$ cat config.mk
export PLATFORM = sky130hd
export DESIGN_NAME = v2x_cqi_regs
export DESIGN_NICKNAME = d
export VERILOG_FILES = /design/src/rtl/v2x_per_cqi_tracker_defines.svh /design/src/rtl/v2x_cqi_pkg.sv /design/src/rtl/v2x_cqi_regs.sv
export SDC_FILE = /design/constraint.sdc
export NUM_CORES = 1
export LEC_CHECK = 0
export BUFFER_PORTS_ARGS = -buffer_cell sky130_fd_sc_hd__buf_2
export CAP_MARGIN = 5
export CORE_MARGIN = 3
export CORE_UTILIZATION = 30
export DETAILED_ROUTE_END_ITERATION = 16
export HOLD_SLACK_MARGIN = 0.03
export PLACE_DENSITY_LB_ADDON = 0.12
export SETUP_SLACK_MARGIN = 0.3
export SLEW_MARGIN = 20
export SYNTH_ARGS = -nofsm -noshare
export SYNTH_HDL_FRONTEND = slang
export SYNTH_SLANG_ARGS = --single-unit
$ cat constraint.sdc
create_clock -name aclk -period 4.1 [get_ports aclk]
set_input_delay 0.82 -clock aclk [delete_from_list [all_inputs] [get_ports aclk]]
set_output_delay 0.82 -clock aclk [all_outputs]
set_load 0.02 [all_outputs]
$ cat src/rtl/v2x_per_cqi_tracker_defines.svh
// ---------------------------------------------------------------------------
// v2x_per_cqi_tracker_defines
// Assertion macros shared by the tracker RTL.
// ---------------------------------------------------------------------------
`ifndef V2X_PER_CQI_TRACKER_DEFINES_SVH
`define V2X_PER_CQI_TRACKER_DEFINES_SVH

// same-cycle implication, clocked on aclk, off during reset
`define V2X_ASSERT_IMP(lbl, ante, cons, msg) \
    lbl: assert property (@(posedge aclk) disable iff (!aresetn) (ante) |-> (cons)) \
        else $error(msg);

// next-cycle implication
`define V2X_ASSERT_NXT(lbl, ante, cons, msg) \
    lbl: assert property (@(posedge aclk) disable iff (!aresetn) (ante) |=> (cons)) \
        else $error(msg);

`endif

$ cat src/rtl/v2x_cqi_pkg.sv
// ---------------------------------------------------------------------------
// v2x_cqi_pkg
// Types and constants of the remote vehicle error rate tracker.
// ---------------------------------------------------------------------------
`default_nettype none

package v2x_cqi_pkg;

    localparam int TABLE_DEPTH_DEF = 32;

    localparam logic [31:0] AGING_RST  = 32'd5000;
    localparam logic [31:0] RECENT_RST = 32'd1000;
    localparam logic [15:0] RANGE_RST  = 16'd1000;
    localparam logic [15:0] CAP_RST    = 16'd32768;

    // register indexes on the config port
    localparam logic [1:0] REG_AGING  = 2'd0;
    localparam logic [1:0] REG_RECENT = 2'd1;
    localparam logic [1:0] REG_RANGE  = 2'd2;
    localparam logic [1:0] REG_CAP    = 2'd3;

    // request kinds
    localparam logic REQ_MSG  = 1'b0;
    localparam logic REQ_EVAL = 1'b1;

    localparam int DIV_NUM_W = 32;
    localparam int DIV_DEN_W = 17;

    typedef struct packed {
        logic [31:0] aging;
        logic [31:0] recent;
        logic [15:0] range_lim;
        logic [15:0] cap;
    } cfg_t;

    typedef struct packed {
        logic                 start;
        logic [DIV_NUM_W-1:0] num;
        logic [DIV_DEN_W-1:0] den;
    } div_req_t;

    typedef struct packed {
        logic                 busy;
        logic                 done;
        logic [DIV_NUM_W-1:0] quot;
    } div_rsp_t;

    typedef struct packed {
        logic [31:0]        id;
        logic [15:0]        first_cnt;
        logic [15:0]        last_cnt;
        logic [15:0]        total;
        logic [31:0]        last_t;
        logic signed [23:0] x;
        logic signed [23:0] y;
        logic signed [23:0] z;
    } entry_t;

endpackage

`default_nettype wire

$ cat src/rtl/v2x_cqi_regs.sv
// ---------------------------------------------------------------------------
// v2x_cqi_regs
// Configuration registers behind the APB port.
// ---------------------------------------------------------------------------
`default_nettype none

module v2x_cqi_regs
    import v2x_cqi_pkg::*;
(
    input  wire logic        aclk,
    input  wire logic        aresetn,
    input  wire logic        psel,
    input  wire logic        penable,
    input  wire logic        pwrite,
    input  wire logic [3:0]  paddr,
    input  wire logic [31:0] pwdata,
    output logic      [31:0] prdata,
    output logic             pready,
    output cfg_t             cfg
);

    cfg_t cfg_reg, cfg_next;
    logic wr_en;

    assign pready = 1'b1;
    assign wr_en  = psel && penable && pwrite;

    always_comb begin
        cfg_next = cfg_reg;
        if (wr_en) begin
            case (paddr[3:2])
                REG_AGING:  cfg_next.aging     = pwdata;
                REG_RECENT: cfg_next.recent    = pwdata;
                REG_RANGE:  cfg_next.range_lim = pwdata[15:0];
                REG_CAP:    cfg_next.cap       = pwdata[15:0];
                default:    cfg_next = cfg_reg;
            endcase
        end
    end

    always_comb begin
        case (paddr[3:2])
            REG_AGING:  prdata = cfg_reg.aging;
            REG_RECENT: prdata = cfg_reg.recent;
            REG_RANGE:  prdata = {16'd0, cfg_reg.range_lim};
            REG_CAP:    prdata = {16'd0, cfg_reg.cap};
            default:    prdata = 32'd0;
        endcase
    end

    always_ff @(posedge aclk) begin
        if (!aresetn) begin
            cfg_reg.aging     <= AGING_RST;
            cfg_reg.recent    <= RECENT_RST;
            cfg_reg.range_lim <= RANGE_RST;
            cfg_reg.cap       <= CAP_RST;
        end else begin
            cfg_reg <= cfg_next;
        end
    end

    assign cfg = cfg_reg;

endmodule

`default_nettype wire

======== Word level (Yosys, flattened, before mapping) ========
Cells that the tools add are included.
W data, S select, Z words.
storage, ports and cells
  flip-flop bits (word level) ............. 96
  output and inout port bits .............. 129
  logic and storage cells ................. 15
operators by class
  equal/unequal tests ..................... 3
  mux-type cells .......................... 1
  reduce and logical (&&, ||, !) cells .... 7
operators by type and width
  cell                  count
  $pmux W32 S4          1
  $reduce_and A2 Y1     4
  $eq A2 B2 Y1 const B  2
  $eq A2 B1 Y1 const B  1
  $logic_and A1 B1 Y1   2
  $logic_not A2 Y1      1

======== Depth between registers and ports, before layout ========
  word-level depth ........................ 3
  depth in mapped cells ................... 6
  depth with buffers taken out ............ 3

======== Least setup slack after synthesis ========
Ideal clock, no wire load.
  path kind ............................... input port to output port
  start ................................... input paddr[2]
  end ..................................... output prdata[10]
  data arrival time ....................... 1.848 ns
  data required time ...................... 3.280 ns
  slack ................................... 1.432 ns
  stages on the path ...................... 3
  cells stage by stage .................... buf_4 -> buf_2 -> mux4_2
on the way
  longest elaborated chain between the ends .. 2
  elaborated cells on any way between the ends .. 5
  those cells by class .................... eq/ne (3); mux (1); reduce/logical (1)
RTL lines
  element                                     line                text
  start: declaration                          v2x_cqi_regs.sv:15  input wire logic [3:0] paddr,
  $eq A2 B2 Y1, or another cell as far along  v2x_cqi_regs.sv:42  case (paddr[3:2])
  $pmux W32 S4 (*)                            v2x_cqi_regs.sv:42
  end: declaration                            v2x_cqi_regs.sv:17  output logic [31:0] prdata,
Every way passes the cells marked *; elsewhere a longest branch is shown, timed or not.

======== Worst setup path after layout ========
  start ................................... input paddr[2]
  end ..................................... output prdata[17]
The elaborated chain is that of the path after synthesis.

==> Flow_metrics.wiki <==
{| class="wikitable"
! Metric !! Value
|-
| Status || finished, final reports clean
|-
| Top metal layer carrying routed signals || met4
|-
| Worst Skew || 0 ns
|-
| Synthesized-area fraction occupied by ao, oa, aoi and oai cells || 0.0258
|-
| Main combinational cell family by area after synthesis || multiplexers
|-
| Number of fill cells in the layout || 1381
|-
| Layout net count || 613
|-
| Cell type contributing the most total cell area after synthesis || sky130_fd_sc_hd__dfxtp_1
|-
| CTS tree || built
|-
| Least setup slack across all paths after layout || 0.917 ns
|-
| Weighted congestion at the end of routability-driven global placement || 0.758
|-
| Total half-perimeter wirelength after legalization and detailed placement || 8.02 mm
|-
| WS Path Type || in2out
|-
| Hold violation total from the final report || 0
|-
| Share of Yosys cell area claimed by the top area cell type || 0.450
|-
| Cells taking the most area after synthesis || sky130_fd_sc_hd__dfxtp_1 45%, sky130_fd_sc_hd__mux2i_1 24%, sky130_fd_sc_hd__nand2_1 9.7%
|-
| Clock slew at the register clock pins of the worst setup and hold paths || 0.07 ns
|-
| Post-CTS setup buffer count || 0
|-
| Worst slew margin relative to its limit || 0.311
|-
| Initial cell density of the core || 0.315
|-
| Worst path arrival time || around 2.4 ns
|-
| Post-Synthesis Mean Instance Area || 10.1 um^2
|-
| Resized Gates After CTS || 0
|-
| Clock tree sinks || 96
|-
| Number of levels in the clock H-tree || 3
|-
| Sequential share of the synthesized area || 0.450
|-
| Height of the die || between 100 and 150 um
|-
| Worst path max stage delay || 0.66 ns
|-
| Slowest stage cell on the critical path || sky130_fd_sc_hd__buf_2
|-
| DRC violations left || 0
|-
| Hold Buf Count CTS || 0
|-
| Total placed instance area || 5180 um^2
|-
| Post-Synth Simple-Gate Area || 0.146
|-
| Element type at the critical path start || primary input
|-
| Count of state elements after synthesis || 96
|-
| Period minus WS final || about 3.2 ns
|-
| Via count of the first global-routing pass || 3564
|-
| Number of distinct standard cells referenced by the synthesized netlist || 23
|-
| Clk buf depth || 2
|-
| Number of flip-flops under the largest register name || 96
|-
| Syn Nets || 464
|-
| Post-synthesis adder-cell area fraction || 0
|-
| Count of vias placed by the detailed router || 3505
|-
| Kind of cell with the highest combined delay on the critical path || buffers and inverters
|-
| Critical path buffer and inverter count || 3
|-
| Worst-margin pin slew || 1.03 ns
|-
| Count of routing violations after the opening detailed-route iteration || 145
|-
| Unrepaired setup endpoints after global routing || false
|-
| Initial antenna violation count || 0
|-
| Max IR drop VDD || 0.000233 V
|-
| Clock network latency to the later pin of the worst-skew pair || around 0.34 ns
|-
| Synthesized area || ~4300 um^2
|-
| GRT Util Overall || 0.151
|-
| Final number of max-transition violations || 0
|-
| Most common cell after layout, fill and taps aside || sky130_fd_sc_hd__buf_2
|-
| Area share of xor/xnor cells in the synthesized design || 0
|-
| Classification of the worst-slack hold path || reg2reg
|-
| Count of inserted antenna diode cells || 0
|-
| Amount of wire on met3 after detailed routing || 806 um
|-
| Required @ worst endpoint || roughly 3.3 ns
|-
| Met2 wirelength from detailed routing || 5.37 mm
|-
| Worst-path fanout max || 27
|-
| First-pass iteration count of the detailed router || 4
|-
| Total negative slack for setup checks || 0 ns
|-
| Synthesized instance count || 423
|-
| Most numerous cell on the critical path || sky130_fd_sc_hd__buf_2
|-
| Pwr per Cell Area || ~350 nW/um^2
|-
| Dpl ws || 0.831 ns
|-
| Clock buffer count from CTS || 9
|-
| Setup violations, final || 0
|-
| Maximum number of pins on one net before global-route repair || 110
|-
| Share of final-layout standard cells stronger than drive strength 1 || 0.362
|-
| Worst setup EP type || output pin
|-
| Global-route wire length before repair || 19.2 mm
|-
| Highest attainable clock frequency || ~310 MHz
|-
| Portion of the clock cycle consumed by the worst path in the final layout || 0.776
|-
| Share of synthesized area spent on multiplexers || 0.326
|-
| Area growth from synthesis to layout || 28.0%
|-
| Die Footprint || 15700 um^2
|-
| I/O Buffers || 166
|-
| Max-cap viol count || 0
|-
| Remaining antenna violation count || 0
|-
| Clock Tree Root || sky130_fd_sc_hd__clkbuf_16
|-
| Vias per std cell || 4.65
|-
| Commonest non-fill, non-tap cells in the layout || 165 x sky130_fd_sc_hd__buf_2, 110 x sky130_fd_sc_hd__nand2_1, 103 x sky130_fd_sc_hd__mux2i_1
|-
| Met1 Wirelength || 5.62 mm
|-
| I/O pin count || 170
|-
| Series of cell instances along the critical path || buf_2 > buf_4 > mux2i_1 > nor2_1 > buf_2
|-
| Aggregate routed wire length || 11.9 mm
|-
| Routed length per instance || around 16 um
|-
| Area of the core || 13600 um^2
|-
| X dimension of the die || ~130 um
|-
| Leakage power of the design || 2.77 nW
|-
| Post-route cell area || 5470 um^2
|-
| Grt total ovfl || 0
|-
| Yosys warning total || 0
|-
| FP Rows || 42
|}
-- cell type report --
type | count | area (um^2) | area share
Clock buffer | 9 | 225 | 0.0412
Inverter | 7 | 26.3 | 0.00481
Timing Repair Buffer | 172 | 878 | 0.161
Tap cell | 176 | 220 | 0.0403
Multi-Input combinational cell | 286 | 2140 | 0.391
Clock inverter | 7 | 55.1 | 0.0101
Sequential cell | 96 | 1920 | 0.352
-- layer usage --
metal | vias to the layer above | global-route usage
met3 | 11 | 0.0439
met5 | - | 0
li1 | 1741 | -
met1 | 1640 | 0.201
met4 | 0 | 0.0459
met2 | 113 | 0.240
-- path summary, 6_finish.rpt --
check | from | to | slack, ns | depth (start not counted)
setup / recovery | paddr[2] | prdata[17] | 0.92 | 5
hold / removal | cfg[91] | cfg[91] | 0.47 | 2
setup reg to reg | cfg[19] | cfg[19] | 3.39 | 2
hold reg to reg | cfg[91] | cfg[91] | 0.47 | 2
-- cell usage after synthesis --
cell type	count
sky130_fd_sc_hd__nand2_1	110
sky130_fd_sc_hd__mux2i_1	103
sky130_fd_sc_hd__dfxtp_1	96
sky130_fd_sc_hd__mux4_2	16
sky130_fd_sc_hd__nor2_1	16
sky130_fd_sc_hd__clkbuf_1	14
sky130_fd_sc_hd__nor2b_1	14
sky130_fd_sc_hd__buf_2	9
sky130_fd_sc_hd__o211ai_1	8
sky130_fd_sc_hd__o21ai_0	7
sky130_fd_sc_hd__buf_4	6
sky130_fd_sc_hd__inv_1	6
sky130_fd_sc_hd__buf_6	4
sky130_fd_sc_hd__nand3_1	2
sky130_fd_sc_hd__nand3_2	2
sky130_fd_sc_hd__nand4_1	2
sky130_fd_sc_hd__o31ai_1	2
sky130_fd_sc_hd__and3_1	1
sky130_fd_sc_hd__buf_1	1
sky130_fd_sc_hd__conb_1	1
sky130_fd_sc_hd__inv_2	1
sky130_fd_sc_hd__nor3_2	1
sky130_fd_sc_hd__or3_1	1
-- cell families after synthesis --
kind of cell,Yosys count
simple gates,149
mux,119
flops,96
buf+inv,41
compound gates,17
other cells,1
-- worst min-delay path, cell delays in order, from the launching register on --
cell and delay [ns]:
sky130_fd_sc_hd__dfxtp_1 0.32, sky130_fd_sc_hd__nand2_1 0.05, sky130_fd_sc_hd__mux2i_1 0.05
-- where the power goes --
group          internal [mW]  switching, mW
clock network          0.416          0.373
registers              0.945         0.0102
logic                 0.0674          0.113
-- stage by stage --
| step | utilization | power (mW) | instances | hold slack [ns] |
|---|---|---|---|---|
| 2_1_floorplan | - | 1.10 | 423 | 0.542 |
| 3_3_place_gp | 0.382 | 1.16 | 737 | 0.453 |
| 3_5_place_dp | 0.382 | 1.16 | 737 | 0.460 |
| 4_1_cts | 0.403 | 1.97 | 753 | 0.471 |
| 5_1_grt | 0.403 | 2.02 | 753 | 0.496 |
| 6_report | 0.403 | 1.92 | 753 | 0.468 |
No activity file was read; power rests on OpenSTA's default activity.
