`config.mk`:
```
export PLATFORM = sky130hd
export DESIGN_NAME = v2x_cqi_div
export DESIGN_NICKNAME = d
export VERILOG_FILES = /design/src/rtl/v2x_per_cqi_tracker_defines.svh /design/src/rtl/v2x_cqi_pkg.sv /design/src/rtl/v2x_cqi_div.sv
export SDC_FILE = /design/constraint.sdc
export NUM_CORES = 1
export LEC_CHECK = 0
export BUFFER_PORTS_ARGS = -buffer_cell sky130_fd_sc_hd__clkbuf_2
export CAP_MARGIN = 5
export CORE_ASPECT_RATIO = 0.8
export CORE_MARGIN = 2
export CORE_UTILIZATION = 40
export DETAILED_ROUTE_END_ITERATION = 8
export PLACE_DENSITY = 0.61
export SLEW_MARGIN = 20
export SYNTH_ARGS = -nofsm -noshare
export SYNTH_HDL_FRONTEND = slang
export SYNTH_SLANG_ARGS = --single-unit
```
`constraint.sdc`:
```
create_clock -name aclk -period 4.2 [get_ports aclk]
set_input_delay 1.05 -clock aclk [delete_from_list [all_inputs] [get_ports aclk]]
set_output_delay 1.05 -clock aclk [all_outputs]
set_load 0.01 [all_outputs]
```
`src/rtl/v2x_per_cqi_tracker_defines.svh`:
```
// ---------------------------------------------------------------------------
// v2x_per_cqi_tracker_defines
// Assertion macros shared by the tracker RTL.
// ---------------------------------------------------------------------------
`ifndef V2X_PER_CQI_TRACKER_DEFINES_SVH
`define V2X_PER_CQI_TRACKER_DEFINES_SVH

// same-cycle implication, clocked on aclk, off during reset
`define V2X_ASSERT_IMP(lbl, ante, cons, msg) \
    lbl: assert property (@(posedge aclk) disable iff (!aresetn) (ante) |-> (cons)) \
        else $error(msg);

// next-cycle implication
`define V2X_ASSERT_NXT(lbl, ante, cons, msg) \
    lbl: assert property (@(posedge aclk) disable iff (!aresetn) (ante) |=> (cons)) \
        else $error(msg);

`endif

```
`src/rtl/v2x_cqi_pkg.sv`:
```
// ---------------------------------------------------------------------------
// v2x_cqi_pkg
// Types and constants of the remote vehicle error rate tracker.
// ---------------------------------------------------------------------------
`default_nettype none

package v2x_cqi_pkg;

    localparam int TABLE_DEPTH_DEF = 32;

    localparam logic [31:0] AGING_RST  = 32'd5000;
    localparam logic [31:0] RECENT_RST = 32'd1000;
    localparam logic [15:0] RANGE_RST  = 16'd1000;
    localparam logic [15:0] CAP_RST    = 16'd32768;

    // register indexes on the config port
    localparam logic [1:0] REG_AGING  = 2'd0;
    localparam logic [1:0] REG_RECENT = 2'd1;
    localparam logic [1:0] REG_RANGE  = 2'd2;
    localparam logic [1:0] REG_CAP    = 2'd3;

    // request kinds
    localparam logic REQ_MSG  = 1'b0;
    localparam logic REQ_EVAL = 1'b1;

    localparam int DIV_NUM_W = 32;
    localparam int DIV_DEN_W = 17;

    typedef struct packed {
        logic [31:0] aging;
        logic [31:0] recent;
        logic [15:0] range_lim;
        logic [15:0] cap;
    } cfg_t;

    typedef struct packed {
        logic                 start;
        logic [DIV_NUM_W-1:0] num;
        logic [DIV_DEN_W-1:0] den;
    } div_req_t;

    typedef struct packed {
        logic                 busy;
        logic                 done;
        logic [DIV_NUM_W-1:0] quot;
    } div_rsp_t;

    typedef struct packed {
        logic [31:0]        id;
        logic [15:0]        first_cnt;
        logic [15:0]        last_cnt;
        logic [15:0]        total;
        logic [31:0]        last_t;
        logic signed [23:0] x;
        logic signed [23:0] y;
        logic signed [23:0] z;
    } entry_t;

endpackage

`default_nettype wire

```
`src/rtl/v2x_cqi_div.sv`:
```
// ---------------------------------------------------------------------------
// v2x_cqi_div
// Restoring divider, one quotient bit per cycle.
// ---------------------------------------------------------------------------
`default_nettype none

module v2x_cqi_div
    import v2x_cqi_pkg::*;
(
    input  wire logic     aclk,
    input  wire logic     aresetn,
    input  wire div_req_t req,
    output div_rsp_t      rsp
);

    localparam int CNT_W = $clog2(DIV_NUM_W + 1);

    logic                 busy_reg, busy_next;
    logic                 done_reg, done_next;
    logic [CNT_W-1:0]     cnt_reg, cnt_next;
    logic [DIV_NUM_W-1:0] num_reg, num_next;
    logic [DIV_DEN_W-1:0] den_reg, den_next;
    logic [DIV_DEN_W-1:0] rem_reg, rem_next;
    logic [DIV_DEN_W:0]   trial;
    logic                 qbit;

    always_comb begin
        busy_next = busy_reg;
        done_next = 1'b0;
        cnt_next  = cnt_reg;
        num_next  = num_reg;
        den_next  = den_reg;
        rem_next  = rem_reg;
        trial     = {rem_reg, num_reg[DIV_NUM_W-1]};
        qbit      = trial >= {1'b0, den_reg};
        if (req.start) begin
            busy_next = 1'b1;
            cnt_next  = CNT_W'(DIV_NUM_W);
            num_next  = req.num;
            den_next  = req.den;
            rem_next  = '0;
        end else if (busy_reg) begin
            rem_next = qbit ? DIV_DEN_W'(trial - {1'b0, den_reg}) : trial[DIV_DEN_W-1:0];
            // quotient bits shift in where the dividend shifts out
            num_next = {num_reg[DIV_NUM_W-2:0], qbit};
            cnt_next = cnt_reg - 1'b1;
            if (cnt_reg == CNT_W'(1)) begin
                busy_next = 1'b0;
                done_next = 1'b1;
            end
        end
    end

    always_ff @(posedge aclk) begin
        if (!aresetn) begin
            busy_reg <= 1'b0;
            done_reg <= 1'b0;
        end else begin
            busy_reg <= busy_next;
            done_reg <= done_next;
        end
        cnt_reg <= cnt_next;
        num_reg <= num_next;
        den_reg <= den_next;
        rem_reg <= rem_next;
    end

    assign rsp.busy = busy_reg;
    assign rsp.done = done_reg;
    assign rsp.quot = num_reg;

endmodule

`default_nettype wire

```
### Yosys cells after proc, flatten, opt, wreduce, memory -nomap -nowiden

Index checks and enable logic that the tools add are counted.
Widths: inputs -> output; s select.

* add/sub/neg operators: 2
* equality and inequality tests: 1
* reduce and logical (&&, ||, !) cells: 2
* bitwise logic cells: 2
* order comparisons: 1
* mux-type cells: 7

Operator list (number)
* $mux 32: 2
* $ge 18x17->1: 1
* $mux 17: 1
* $sub 17x17->17: 1
* $eq 6x1->1 const B: 1
* $sub 6x1->6 const B: 1
* $mux 1: 4
* $reduce_or 3->1: 1
* $not 1->1: 2
* $reduce_bool 2->1: 1

* bits in registers: 74
* output and inout port bits: 34
* bits of input ports: 52
* logic and storage cells: 21

### Longest topological paths before layout

Gate-level depths: netlist of run 1.

* word-level depth: 4
* mapped depth: 11
* gate-level depth less buffers: 10

### Worst setup path before layout of run 1

No wires, ideal clock.

* path type: reg2reg
* from: register num_reg[31]
* to: register num_reg[0], data pin
* data required time: 3.940 ns
* arrival: 2.410 ns
* library setup time: 0.260 ns
* stages on the path, launching flop included: 11
* setup slack: 1.530 ns
* cell sequence: edfxtp_1 > inv_1 > ha_1 > inv_1 > fa_1 > a21o_1 > a221oi_4 > o22ai_2 > a21o_2 > buf_4 > mux2_2

* word-level cells in the longest chain between the ends: 3

Ends and longest elaborated chain
* start, declared: line v2x_cqi_div.sv:21 `logic [DIV_NUM_W-1:0] num_reg, num_next;`
* start signal, assigned: line v2x_cqi_div.sv:63 `num_reg <= num_next;`
* $ge 18x17->1: line v2x_cqi_div.sv:35 `qbit = trial >= {1'b0, den_reg};`
* $mux 32: line v2x_cqi_div.sv:42 `end else if (busy_reg) begin`
* $mux 32: line v2x_cqi_div.sv:36 `if (req.start) begin`
* named net num_next[0]: line v2x_cqi_div.sv:21

The timed path passes the listed nets, and every way through them passes these cells. The select of a mux whose other input is x is not followed.
A chain may end at the register's enable or synchronous reset.

### Worst setup path in the final report of run 1

* from: register num_reg[31]
* to: register rem_reg[7]

* word-level cells in the longest chain between the ends: 2
* elaborated cells between the ends (all ways): 3

Ends and longest elaborated chain
* $sub 17x17->17 / $ge 18x17->1 (equally long branches): line v2x_cqi_div.sv:43, v2x_cqi_div.sv:35
* $mux 17 (*): line v2x_cqi_div.sv:43 `rem_next = qbit ? DIV_DEN_W'(trial - {1'b0, den_reg}) : trial[DIV_DEN_W-1:0];`
* end signal, assigned: line v2x_cqi_div.sv:65 `rem_reg <= rem_next;`
* end, declared: line v2x_cqi_div.sv:23 `logic [DIV_DEN_W-1:0] rem_reg, rem_next;`

Mark *: on every way between the ends. The rest lies on a longest branch, timed or not.

==> metrics.yaml, run 1 <==
run_status:
  run_status: "completed"
timing:
  final_skew_ns: 0.00542
  finalSetupViolCount: 0
  worstMarginPinSlew_ns: 0.777
  max_slew_margin_pct: 48.2
  max_clock_freq_mhz: 349
  timing.final.crit_period_ns: 2.86
  final-hold-violation-count: 0
  finalWorstSetupSlack_ns: 1.34
  tns_ns: 0
  period_share_pct: 68.1
  timing_max_transition_violations_final: 0
  grt_setup_unrepaired: "false"
  whs_ns: 0.500
placement:
  dp_hpwl_mm: 6.11
  buffer_ports.inserted: 85
  gp_routability_congestion: 0.749
  dpl_worst_slack_ns: 1.37
worst_setup_path:
  critical_path_class: "register to register"
  worst-path-buf-inv: 2
  worstPathRequired_ns: 4.44
  worstPathCellList: "inv_1 -> ha_1 -> inv_1 -> fa_1 -> a21o_1 -> a221oi_4 -> o22ai_2 -> a21oi_4 -> nand2_1 -> a311oi_2"
  cp_max_fo: 19
  endpoint_kind: "register"
  worst_path_max_delay_cell: "a21oi_4"
  critical_path_at_ns: 3.11
  cpLargestDelayFamily: "compound AO/OA/AOI/OAI gates"
  ff2ff_setup_slack_ns: 1.34
  number_of_cells_on_the_worst_reg_to_reg_path: 10
  worst_setup_path_start_kind: "register"
  cp_slowest_stage_delay_ns: 0.53
  worst_r2r_endpoint: "rem_reg[7]"
  r2r_start: "num_reg[31]"
  worst_path_most_repeated_cell: "inv_1"
grt:
  grt_start_max_net_pins: 46
  global_route.overflow_total: 0
  grt_pass1_wl_mm: 13.6
  top_usage_layer: "met2"
  gr-usage-met2_pct: 24.6
  grt_antenna_before_repair: 0
  grt_util_met1_pct: 22.8
  grt_pass1_vias: 2777
  grt.met3_usage_pct: 4.21
  track_usage_pct: 16.3
route:
  first_pass_iters: 4
  drt_wl_total_mm: 8.55
  detail_route.drc_violations: 0
  via_count: 2944
  post_drt_via_cell_ratio: 5.07
  wire_per_inst_um: 14.7
  postRouteAntennaNets: 0
  dr.first_iter.drc_count: 166
pwr:
  design_power_total_mw: 2.04
  vdd_drop_max_v: 0.000197
  switching_share_pct: 26.8
  power_density_nw_per_um2: 426
  pwr-share-seq_pct: 43.9
  power.net_switching_mw: 0.547
  combinationalPowerShare_pct: 18.5
  power.share.clock_pct: 37.6
  p_leak_nw: 2.01
  p_int_mw: 1.49
floorplan:
  initial_cell_density_of_the_core_pct: 41.1
  fp-row-count: 32
  chipHeight_um: 93.0
  chipWidth_um: 115
  die_area_um2: 10700
  core_um2: 9650
  io_pins: 86
synth:
  post_synth_most_frequent_cells: "49 x edfxtp_1, 32 x mux2_2, 32 x nand2_1, 28 x nor2_1"
  yosys_warn_count: 0
  net_count_after_synthesis: 430
  synthesis.instances: 358
  synthTopCellsByArea: "edfxtp_1 37%, dfxtp_1 13%, mux2_2 9.1%, ha_1 6.0%, nand2_1 3.0%"
  ys_seq_area_share_pct: 49.8
  postSynth.asyncResetShare_pct: 0
  post-synth-top-area-cell: "edfxtp_1"
  synth.avg_cell_area_um2: 11.1
  synth_enable_flop_cells: 49
  postSynthRegisterBits: 74
  synthFlopType: "edfxtp_1"
  netlist_area_um2: 3960
  yosys.cell_count.top_type: "edfxtp_1"
  synth_cell_type_count: 57
  synth_top_area_share_pct: 37.1
cells_and_area:
  postLayoutCoreUtil_pct: 49.7
  fill_cells: 903
  num_antenna_cells: 0
  layout.area.seq_um2: 1970
  area_growth_pct: 21.0
  fin_nets: 512
  post_route_cells_drive_above_1_share_pct: 32.1
  largest_register_ff_count: 32
  multiInputGateArea_um2: 1810
clock_tree:
  cts_root_buffer: "clkbuf_16"
  clock_tree.buffer_depth: 2
  htreeDepth: 3
  cts_stage_hold_buffer_count: 0
  numCtsBuffers: 9
  cts_tree: "built"
  post-cts-setup-buffers: 0
  clk-insertion-delay-late_ns: 0.33
  clk_transition_reported_paths_ns: 0.06
  cts_repair_resize_count: 0
  cts.sink_count: 74
hold_path:
  min-delay-path-class: "register to register"
  whs_path_depth: 2
  hp-start: "cnt_reg[1]"
  hold-path-endpoint: "cnt_reg[1]"
job:
  max_cap_viol_count: 0
-- cells by family (layout without fill, tap and decap cells) --
family	after synthesis	after routing	synth area share, %
buffers and inverters	43	130	4.61
and+or+nand+nor	96	96	11.4
xor gates and xnor gates	13	13	2.87
DFF	74	74	49.8
muxes	33	33	9.35
adders and majority gates	20	20	6.51
AOI/OAI and AO/OA	79	79	15.4
-- layer usage --
| metal | routed length, µm | part of all wire, % |
|---|---|---|
| met1 | 4080 | 48 |
| met2 | 3970 | 46 |
| met3 | 395 | 4.6 |
| met4 | 100 | 1.2 |
| met5 | 0 | 0 |
-- worst min-delay path, stage by stage (launching register included) --
cell and delay, ns:
dfxtp_1 0.32, nor2_1 0.08, a211oi_1 0.05
-- power groups by stage --
stage / Combinational [mW] / Sequential [mW] / Clock, mW
2_1_floorplan: 0.253 / 0.915 / 0
3_3_place_gp: 0.370 / 0.908 / 0
3_5_place_dp: 0.375 / 0.910 / 0
4_1_cts: 0.378 / 0.896 / 0.789
5_1_grt: 0.419 / 0.904 / 0.815
6_report: 0.377 / 0.895 / 0.768
-- worst max-delay path by stage --
stage                            from          to  slack (ns)  cells past startpoint
after detailed placement  num_reg[31]  rem_reg[7]        1.37                     10
after global placement    num_reg[31]  rem_reg[7]        1.47                     10
after CTS                 num_reg[31]  rem_reg[7]        1.35                     10
after global routing      num_reg[31]  rem_reg[4]        1.15                     10
final                     num_reg[31]  rem_reg[7]        1.34                     10
after floorplan           num_reg[31]  num_reg[0]        1.53                     10
-- layout by cell type, fill, tap and decap left out, types with 2 or more instances in the layout --
cell type  synthesis  layout
clkbuf_2           0      84
edfxtp_1          49      49
mux2_2            32      32
nand2_1           32      32
nor2_1            28      28
inv_1             25      25
dfxtp_1           25      25
ha_1              19      19
a21oi_1           17      17
clkbuf_16          0       9
o21ai_0            7       7
nand2b_1           7       7
xnor2_1            7       7
nand3_1            6       6
xor2_1             6       6
a311oi_1           6       6
nor3_1             5       5
a31oi_1            5       5
o21a_1             4       4
a21o_1             4       4
and3_1             4       4
a211o_1            4       4
buf_4              3       4
a311o_1            3       3
a311oi_2           3       3
nor3b_1            3       3
nor2b_1            3       3
o21bai_1           3       3
a32oi_1            3       3
o21ai_1            2       2
a211oi_1           2       2
a2111oi_0          2       2
o31ai_1            2       2
clkinv_1           0       2
-- final cells by class --
type	count	area share [%]
Clock buffer	11	5.06
Clock inverter	5	1.12
Inverter	25	1.96
Multi-Input combinational cell	241	37.7
Sequential cell	74	41.1
Tap cell	136	3.55
Timing Repair Buffer	89	9.50
-- per-stage QoR --
step | instance area (µm²) | cells
5_1_grt | 4790 | 581
3_5_place_dp | 4500 | 565
3_3_place_gp | 4500 | 565
4_1_cts | 4790 | 581
2_1_floorplan | 3960 | 358
6_report | 4790 | 581
Power figures use the tool's default switching activity.
==> run 2: changes to the inputs <==
PLACE_DENSITY = 0.63   (was 0.61)
clock period = 2.59 ns   (was 4.2 ns; I/O delays follow)
==> run 2 against run 1 <==
Maximum frequency grew 10%. Via count grew 3.5%. Utilization grew 3.6 points. Clock skew grew 0.00085 ns. Final cell count grew 2.2%. First-iteration DRC count grew 18%. Worst setup slack lost 1.3 ns. Sequential power grew 62%. Register-to-register slack lost 1.3 ns. Critical path type unchanged. The flow now finishes with violations (setup timing). Largest power group unchanged. Clock-buffer cell count shrank 2.
==> metrics.yaml, run 2 (synthesis gave the netlist of run 1 again) <==
run_status:
  run_status: "finished with violations"  # was completed
  violated_checks: "setup timing"
grt:
  global_route.overflow_total: 0  # unchanged
  grt_start_max_net_pins: 57  # was 46
  grt_pass1_wl_mm: 14.3  # was 13.6 mm
  grt_pass1_vias: 2818  # was 2777
  grt_antenna_before_repair: 0  # unchanged
  track_usage_pct: 17.2  # was 16.3%
route:
  drt_wl_total_mm: 9.32  # was 8.55 mm
  detail_route.drc_violations: 0  # unchanged
  post_drt_via_cell_ratio: 5.13  # was 5.07
  via_count: 3046  # was 2944
  dr.first_iter.drc_count: 196  # was 166
  first_pass_iters: 4  # unchanged
  wire_per_inst_um: 15.7  # was 14.7 µm
  postRouteAntennaNets: 0  # unchanged
timing:
  final-hold-violation-count: 0  # unchanged
  finalWorstSetupSlack_ns: -0.0107  # was 1.34 ns
  max_slew_margin_pct: 61.5  # was 48.2%
  final_skew_ns: 0.00627  # was 0.00542 ns
  period_share_pct: 100  # was 68.1%
  timing.final.crit_period_ns: 2.60  # was 2.86 ns
  grt_setup_unrepaired: "true"  # was false
  whs_ns: 0.481  # was 0.500 ns
  max_clock_freq_mhz: 385  # was 349 MHz
  worstMarginPinSlew_ns: 0.570  # was 0.777 ns
  finalSetupViolCount: 1  # was 0
  timing_max_transition_violations_final: 0  # unchanged
worst_setup_path:
  worst_path_most_repeated_cell: "inv_2"  # was inv_1
  r2r_start: "num_reg[31]"  # unchanged
  critical_path_class: "register to register"  # unchanged
  worstPathRequired_ns: 2.84  # was 4.44 ns
  critical_path_at_ns: 2.85  # was 3.11 ns
  worst_setup_path_start_kind: "register"  # unchanged
  endpoint_kind: "register"  # unchanged
  worst_path_max_delay_cell: "edfxtp_1"  # was a21oi_4
  cpLargestDelayFamily: "compound AO/OA/AOI/OAI gates"  # unchanged
  number_of_cells_on_the_worst_reg_to_reg_path: 11  # was 10
  worstPathCellList: "inv_2 -> ha_4 -> inv_2 -> fa_2 -> a21o_1 -> a221oi_4 -> o22ai_4 -> a21oi_4 -> buf_12 -> nand2_4 -> a311oi_2"  # was inv_1 -> ha_1 -> inv_1 -> fa_1 -> a21o_1 -> a221oi_4 -> o22ai_2 -> a21oi_4 -> nand2_1 -> a311oi_2
  worst_r2r_endpoint: "rem_reg[1]"  # was rem_reg[7]
  worst-path-buf-inv: 3  # was 2
  cp_slowest_stage_delay_ns: 0.41  # was 0.53 ns
  cp_max_fo: 5  # was 19
  ff2ff_setup_slack_ns: -0.01  # was 1.34 ns
clock_tree:
  clock_tree.buffer_depth: 2  # unchanged
  cts_root_buffer: "clkbuf_16"  # unchanged
  clk-insertion-delay-late_ns: 0.34  # was 0.33 ns
  htreeDepth: 3  # unchanged
  numCtsBuffers: 9  # unchanged
  clk_transition_reported_paths_ns: 0.06  # about the same
  cts_tree: "built"  # unchanged
  cts.sink_count: 74  # unchanged
floorplan:
  die_area_um2: 10700  # unchanged
  chipHeight_um: 93.0  # unchanged
  io_pins: 86  # unchanged
  chipWidth_um: 115  # unchanged
  fp-row-count: 32  # unchanged
  core_um2: 9650  # unchanged
  initial_cell_density_of_the_core_pct: 41.1  # unchanged
cells_and_area:
  largest_register_ff_count: 32  # unchanged
  final_cell_count_no_fill: 594  # was 581
  num_antenna_cells: 0  # unchanged
  most-common-layout-cells: "84 x clkbuf_2, 49 x edfxtp_1, 32 x mux2_2"  # was 84 x clkbuf_2, 49 x edfxtp_1, 32 x mux2_2, 32 x nand2_1, 28 x nor2_1
  post_route_cells_drive_above_1_share_pct: 38.9  # was 32.1%
  mostFrequentLayoutCell: "clkbuf_2"  # unchanged
  fin_nets: 525  # was 512
  area_growth_pct: 29.7  # was 21.0%
pwr:
  switching_share_pct: 26.5  # was 26.8%
  power.share.clock_pct: 40.2  # was 37.6%
  pwr-share-seq_pct: 40.4  # was 43.9%
  power_density_nw_per_um2: 700  # was 426 nW/µm²
  combinationalPowerShare_pct: 19.5  # was 18.5%
  power.net_switching_mw: 0.953  # was 0.547 mW
  p_int_mw: 2.65  # was 1.49 mW
  vdd_drop_max_v: 0.000486  # was 0.000197 V
  p_leak_nw: 2.16  # was 2.01 nW
hold_path:
  whs_path_depth: 1  # was 2
  hp-start: "req[10]"  # was cnt_reg[1]
  min-delay-path-class: "primary input to register"  # was register to register
  hold-path-endpoint: "den_reg[10]"  # was cnt_reg[1]
placement:
  placedCellCount: 571  # was 565
  dp_hpwl_mm: 6.11  # about the same
  buffer_ports.inserted: 85  # unchanged
  dpl_worst_slack_ns: 0.0368  # was 1.37 ns
  gp_routability_congestion: 0.836  # was 0.749
job:
  max_cap_viol_count: 0  # unchanged
-- run 2: area by class of cell --
type                       count  area (µm²)
tap                          136         170
clock inverter                 7         118
timing repair buffer         102         637
sequential                    74        1970
inverter                      25        93.8
fill                         847        4510
clock buffer                   9         225
multi-input combinational    241        1920
-- run 2: what timing repair did --
action	CTS	global route
endpoints found under the setup margin	1	17
hold buffers	0	0
resized for setup	0	29
gates cloned	0	2
setup buffers	0	5
pin swaps	1	12
-- run 2: worst max-delay path by stage --
stage                     slack [ns]   startpoint         end  cells after the start
final                          -0.01  num_reg[31]  rem_reg[1]                     11
after CTS                       0.02  num_reg[31]  num_reg[0]                      9
after global placement          0.10  num_reg[31]  num_reg[0]                      9
after detailed placement        0.04  num_reg[31]  num_reg[0]                      9
after global routing           -0.16  num_reg[31]  rem_reg[1]                     11
after floorplan                 0.01  num_reg[31]  num_reg[0]                     10
-- run 2: power groups by stage --
stage	combinational, mW	sequential [mW]	clock (mW)
after global routing	0.768	1.47	1.50
final	0.700	1.45	1.45
after CTS	0.642	1.45	1.47
after floorplan	0.411	1.48	0
after detailed placement	0.635	1.47	0
after global placement	0.632	1.47	0
-- run 2: layer usage --
layer,track usage [%],up-vias,part of all wire [%]
li1,-,1508,-
met1,24.3,1465,48
met2,25.6,65,46
met3,4.73,8,4.3
met4,5.52,0,1.1
met5,0,-,0
-- run 2: stage by stage --
step,util [%],setup TNS [ns],area [µm²],power (mW)
2_1_floorplan,-,0,3960,1.90
3_5_place_dp,47.5,0,4580,2.11
6_report,53.2,-0.0107,5140,3.60
3_3_place_gp,47.5,0,4580,2.10
4_1_cts,51.1,0,4930,3.56
5_1_grt,53.2,-1.96,5140,3.74
-- run 2: worst register-to-register path: stages (launching register included) --
cell      delay [ns]
edfxtp_1        0.41
inv_2           0.10
ha_4            0.14
inv_2           0.04
fa_2            0.34
a21o_1          0.20
a221oi_4        0.39
o22ai_4         0.14
a21oi_4         0.26
buf_12          0.18
nand2_4         0.05
a311oi_2        0.27
